$ cat src/sv/erg_pkg.sv
`default_nettype none
package erg_pkg;
  localparam int unsigned MaxSteps = 64;
  localparam int unsigned CntW = 7;
  localparam int unsigned IdxW = 6;
  localparam int unsigned QueueDepth = 2;

  typedef struct packed {
    logic [CntW-1:0] hit_count;
    logic [CntW-1:0] pattern_length;
  } req_t;

  typedef struct packed {
    logic            step_bit;
    logic [IdxW-1:0] step_index;
    logic            last_step;
  } step_t;

  typedef struct packed {
    logic [CntW-1:0] hits;
    logic [CntW-1:0] len;
  } job_t;
endpackage
`default_nettype wire

$ cat src/sv/erg_if.sv
`default_nettype none
interface erg_req_if;
  import erg_pkg::*;
  logic valid;
  logic ready;
  req_t payload;
  modport source (output valid, output payload, input ready);
  modport sink (input valid, input payload, output ready);
endinterface

`default_nettype wire

$ cat src/sv/erg_front.sv
`default_nettype none
module erg_front #(
  parameter int unsigned MAX_STEPS = erg_pkg::MaxSteps
) (
  input  wire logic          clk_i,
  input  wire logic          rst_ni,
  erg_req_if.sink            req,
  output erg_pkg::job_t      job_o,
  output logic               job_valid_o,
  input  wire logic          job_ready_i
);
  import erg_pkg::*;

  localparam int unsigned PtrW = $clog2(QueueDepth);

  job_t            mem_q [QueueDepth];
  logic [PtrW-1:0] wr_q, rd_q;
  logic [PtrW:0]   cnt_q;
  job_t            sat;
  logic            push, pop;

  function automatic logic [CntW-1:0] sat_f(input logic [CntW-1:0] v);
    logic [CntW-1:0] m;
    m = CntW'(MAX_STEPS);
    return (v > m) ? m : v;
  endfunction

  assign sat.hits  = sat_f(req.payload.hit_count);
  assign sat.len   = sat_f(req.payload.pattern_length);
  assign req.ready = (cnt_q != (PtrW+1)'(QueueDepth));
  assign push      = req.valid && req.ready;
  assign job_valid_o = (cnt_q != '0);
  assign pop       = job_valid_o && job_ready_i;
  assign job_o     = mem_q[rd_q];

  always_ff @(posedge clk_i) begin
    if (push) begin
      mem_q[wr_q] <= sat;
    end
  end

  always_ff @(posedge clk_i or negedge rst_ni) begin
    if (!rst_ni) begin
      wr_q  <= '0;
      rd_q  <= '0;
      cnt_q <= '0;
    end else begin
      if (push) wr_q <= wr_q + 1'b1;
      if (pop) rd_q <= rd_q + 1'b1;
      cnt_q <= cnt_q + (PtrW+1)'(push) - (PtrW+1)'(pop);
    end
  end
endmodule
`default_nettype wire

$ cat src/flat_wrapper.sv
// flat-port wrapper written by rule: the top's interface ports become plain ports
module erg_front_flat import erg_pkg::*;
#(
  parameter int unsigned MAX_STEPS = erg_pkg::MaxSteps
)
  (clk_i, rst_ni, job_o, job_valid_o, job_ready_i, req_valid, req_payload, req_ready);
  erg_req_if req_i ();
  input  wire logic clk_i;
  input  wire logic rst_ni;
  output erg_pkg::job_t job_o;
  output logic job_valid_o;
  input  wire logic job_ready_i;
  input wire logic [$bits(req_i.valid)-1:0] req_valid;
  input wire logic [$bits(req_i.payload)-1:0] req_payload;
  output wire logic [$bits(req_i.ready)-1:0] req_ready;
  assign req_i.valid = req_valid;
  assign req_i.payload = req_payload;
  assign req_ready = req_i.ready;
  erg_front #(.MAX_STEPS(MAX_STEPS)) u_core (.clk_i(clk_i), .rst_ni(rst_ni), .req(req_i), .job_o(job_o), .job_valid_o(job_valid_o), .job_ready_i(job_ready_i));
endmodule
$ cat config.mk
export PLATFORM = sky130hd
export DESIGN_NAME = erg_front_flat
export DESIGN_NICKNAME = d
export VERILOG_FILES = /design/src/sv/erg_pkg.sv /design/src/sv/erg_if.sv /design/src/sv/erg_front.sv /design/src/flat_wrapper.sv
export SDC_FILE = /design/constraint.sdc
export NUM_CORES = 1
export LEC_CHECK = 0
export ABC_AREA = 1
export BUFFER_PORTS_ARGS = -buffer_cell sky130_fd_sc_hd__buf_2
export CORE_ASPECT_RATIO = 2
export CORE_MARGIN = 5
export CORE_UTILIZATION = 50
export DETAILED_ROUTE_END_ITERATION = 10
export HOLD_SLACK_MARGIN = 0.12
export PLACE_DENSITY = 0.75
export SETUP_SLACK_MARGIN = 0.2
export SLEW_MARGIN = 20
export SYNTH_ARGS = -nofsm -noshare
export SYNTH_HDL_FRONTEND = slang
export SYNTH_SLANG_ARGS = --single-unit
$ cat constraint.sdc
create_clock -name clk_i -period 3.2 [get_ports clk_i]
set_input_delay 0 -clock clk_i [delete_from_list [all_inputs] [get_ports clk_i]]
set_output_delay 0 -clock clk_i [all_outputs]
set_load 0.02 [all_outputs]
# == Word-level counts from Yosys, hierarchy flattened ==
# Memory sizes are Yosys's and may differ from the RTL's.
# Cells that the tools add are included.
# totals
input_bits,18
out_inout_bits,16
reg_bits,4
mem_count,1
latchBits,0
ramBits,28
mem_bits_ro,0
# memory_table
memory,words,word_bits,rd,rd_ports_with_merged_regs,wr,line_no,source
u_core.mem_q,2,14,1,0,1,erg_front.sv:16,job_t mem_q [QueueDepth];
# op_classes
muxes,4
eq_ne,1
reduce_logical,3
n_mul,0
add_sub_neg,4
order_cmp,2
div_mod_pow,0
n_bitwise,0
n_shift,0
# ops
cell,count
$gt 7x7->1 const B,2
$mux 7,2
$add 1x1->1 const B,2
$add 2x1->2,1
$logic_and 1x1->1,2
$mux 1,2
$ne 2x2->1 const B,1
$reduce_bool 2->1,1
$sub 2x1->2,1

# == Longest topological paths before layout ==
# depth
depth_word,4
depth_mapped,10
mapped_depth_nobuf,10

# == Worst setup path after synthesis ==
# OpenSTA, ideal clock, no wires.
# synth_path
path_type,register -> register
from,register u_core.cnt_q[1]
to,memory u_core.mem_q[1][0] in the netlist's numbering (enable)
path_buffers,0
slack_ps,1530
t_arrival_ps,1284
stages_incl_launch_ff,4
synth_period_minus_slack_ps,1670
required_time_ps,2814
path_cell_list,dfrtp_1 > nand2_2 > nand2_2 > nor2_1
# synth_via
elab_chain_cells,4
# synth_rtl
element,line_no,source
start: declaration,erg_front.sv:18,logic [PtrW:0] cnt_q;
start signal: assignment,erg_front.sv:50,cnt_q <= cnt_q + (PtrW+1)'(push) - (PtrW+1)'(pop);
$ne 2x2->1,erg_front.sv:30,assign req.ready = (cnt_q != (PtrW+1)'(QueueDepth));
net req_ready,flat_wrapper.sv:15,output wire logic [$bits(req_i.ready)-1:0] req_ready;
$logic_and 1x1->1,erg_front.sv:31,assign push = req.valid && req.ready;
$mux 1,erg_front.sv:37,if (push) begin
$mux 1 (implied by the code),erg_front.sv:38,mem_q[wr_q] <= sat;
end: declaration,erg_front.sv:16,
# The timed path passes the listed nets, and every way through them passes these cells.

# == Worst setup path after layout ==
# layout_path
from,register u_core.cnt_q[1]
to,memory u_core.mem_q[1][10] in the netlist's numbering (enable)
# layout_via
elab_chain_cells,4
# layout_rtl
element,line_no
$ne 2x2->1,erg_front.sv:30
$logic_and 1x1->1,erg_front.sv:31
$mux 1,erg_front.sv:37
$mux 1 (implied by the code),erg_front.sv:38
# Every way passes these cells.

==> reports/results.tsv <==
metric	value	unit
firstDrtPassIters	4	
worstPathMaxFanout	10	
yosysMostFrequentCell	nand2_1	
hold_class	in -> reg	
drt_iter0_drc	31	
ys_seq_area_share	67.87	%
die_w	47.24	µm
clock_latency	280	ps
numCtsBuffers	5	
cts_tree	yes	
overflow	0	
path_class	reg -> reg	
yosysWarnings	0	
worstMarginPinSlew	468.8	ps
highest_layer	met4	
stdcell_count	221	
rsz0062_at_grt	no	
hpwl	1.911	mm
root_buffer	clkbuf_8	
io-pin-count	34	
placedCellCount	194	
critPathLaunchType	register	
grt_max_degree	16	
skew	4.734	ps
nets	210	
critPathArrivalTime	1540	ps
finalSetupTns	0	ps
routedLengthMet1	957	µm
grt_pass1_wl	4.726	mm
routed_wl	2.893	mm
period_needed	1551	ps
wl_met2	1.583	mm
core_area	2703	µm²
avgViaCountPerCell	4.824	
rows	27	
setup_slack	1649	ps
h-tree-depth	2	
place_ws	1675	ps
die_area	3990	µm²
synth_top_cells_by_count	nand2_1 (45), edfxtp_1 (28), inv_1 (19)	
synth_nets	154	
required	3180	ps
synth_ff_type	edfxtp_1	
syn_avg_cell_area	10.35	µm²
setup-violations-final	0	
portBuffers	33	
synth-edff-count	28	
synthTopCellsByArea	edfxtp_1 (61%), nand2_1 (12%), dfrtp_1 (7.2%)	
wl_per_cell	13.09	µm
ys_seq_elements	32	
yosysTopAreaCell	edfxtp_1	
num_vias	1066	
async_reset_ff_share	12.50	%
max_clock_freq	644.8	MHz
drive_gt1_share	25.13	%
p_per_area	852.5	nW/µm²
netlist_instances	134	
cts_setup_buffers	0	
area_growth	34.93	%
antenna_found_initial	0	
die_h	84.47	µm
vdd_drop_max	0.5660	mV
grtUsageTotal	17.27	%
period_share	48.47	%
timing.final.hold_violations	0	
cts_sinks	32	
first_global_vias	1118	
worstSetupEndpointType	register	
clk_pin_slew	60	ps
drc	0	
start_util	51.30	%
maxCapViolations	0	
yosysTopAreaCellShare	60.65	%
ys_types	15	
outcome	completed	
max-slew-margin-rel	68.63	%
syn_area	1386	µm²
leakage	0.8999	nW
wl_met3	156	µm
gp_congestion	0.6973	
drv_slew	0	
drtAntennaViolNets	0	
cts.path.max_buffers	2	
cells by family after synthesis:
group | after synthesis | share of synthesized area (%)
flops | 32 | 67.87
compound gates | 5 | 1.805
buf+inv | 24 | 7.311
simple gates | 68 | 19.31
fa+ha+maj | 2 | 1.805
xor+xnor | 3 | 1.896
per-stage QoR:
step	cell area (µm²)	total power, mW	util (%)	hold slack [ps]
floorplan	1386	1.039	-	-295.6
global placement	1577	1.190	58.33	-190.0
detailed placement	1577	1.216	58.33	-187.7
CTS	1868	1.607	69.12	535.5
global route	1868	1.701	69.12	553.1
finish	1871	1.595	69.21	539.1
routing by layer:
metal  track usage [%]  vias up
met5                 0        -
met4             15.62        0
met3             5.150       17
met2             27.51       37
met1             15.90      481
li1                  -      531
worst max-delay path: stages (launching register included):
cell     delay, ps
dfrtp_1        430
nand2_2        110
nand2_2         60
nor2_1         370
buf_4          280
path summary, 6_finish.rpt:
path	slack (ps)	start	end	cells past startpoint
worst min register to register	550	u_core.wr_q$_DFFE_PN0P_	u_core.wr_q$_DFFE_PN0P_	2
min in group asynchronous	640	rst_ni	u_core.wr_q$_DFFE_PN0P_	3
worst min-delay path	540	job_ready_i	u_core.rd_q$_DFFE_PN0P_	4
worst max-delay path	1650	u_core.cnt_q[1]$_DFF_PN0_	u_core.mem_q[1][10]$_DFFE_PP_	4
max in group asynchronous	2380	rst_ni	u_core.cnt_q[1]$_DFF_PN0_	3
worst max register to register	1650	u_core.cnt_q[1]$_DFF_PN0_	u_core.mem_q[1][10]$_DFFE_PP_	4
report_power, final:
| part | switching, mW | internal (mW) | total (mW) | leakage [nW] |
|---|---|---|---|---|
| logic | 0.383 | 0.196 | 0.579 | 0.534 |
| registers | 0.0613 | 0.580 | 0.641 | 0.312 |
| clock network | 0.145 | 0.230 | 0.375 | 0.0541 |
| total | 0.589 | 1.01 | 1.59 | 0.900 |
area by class of cell:
cell class                 count  area (µm²)
sequential                    32       940.9
timing repair buffer          53       360.3
clock buffer                   5       68.82
inverter                      20       75.07
antenna                        1       2.502
fill                         196       832.0
tap                           29       36.28
multi-input combinational     78       344.1
clock inverter                 3       42.54
timing repair:
item,in CTS,in global routing
setup endpoints to repair,0,0
hold buffers,18,0
gates resized for setup,0,0
endpoints found under the hold margin,35,0
flip-flops by register name, summed over array words and instances (netlist names):
signal and flops:
u_core.wr_q 1, u_core.cnt_q 2, u_core.rd_q 1, u_core.mem_q 28
cell usage in the layout (no fill, tap or decap):
cell type and count:
nor2_1 17, diode_2 1, nand3_1 2, xnor2_1 1
nand2_2 4, clkinv_2 1, buf_4 2, bufinv_16 1
dfrtp_1 4, inv_1 19, dlygate4sd3_1 18, a21oi_1 5
edfxtp_1 28, xor2_1 2, clkinvlp_4 1, buf_2 33
ha_1 2, inv_2 1, clkbuf_8 5, nand2_1 45
Power figures use the tool's default switching activity.
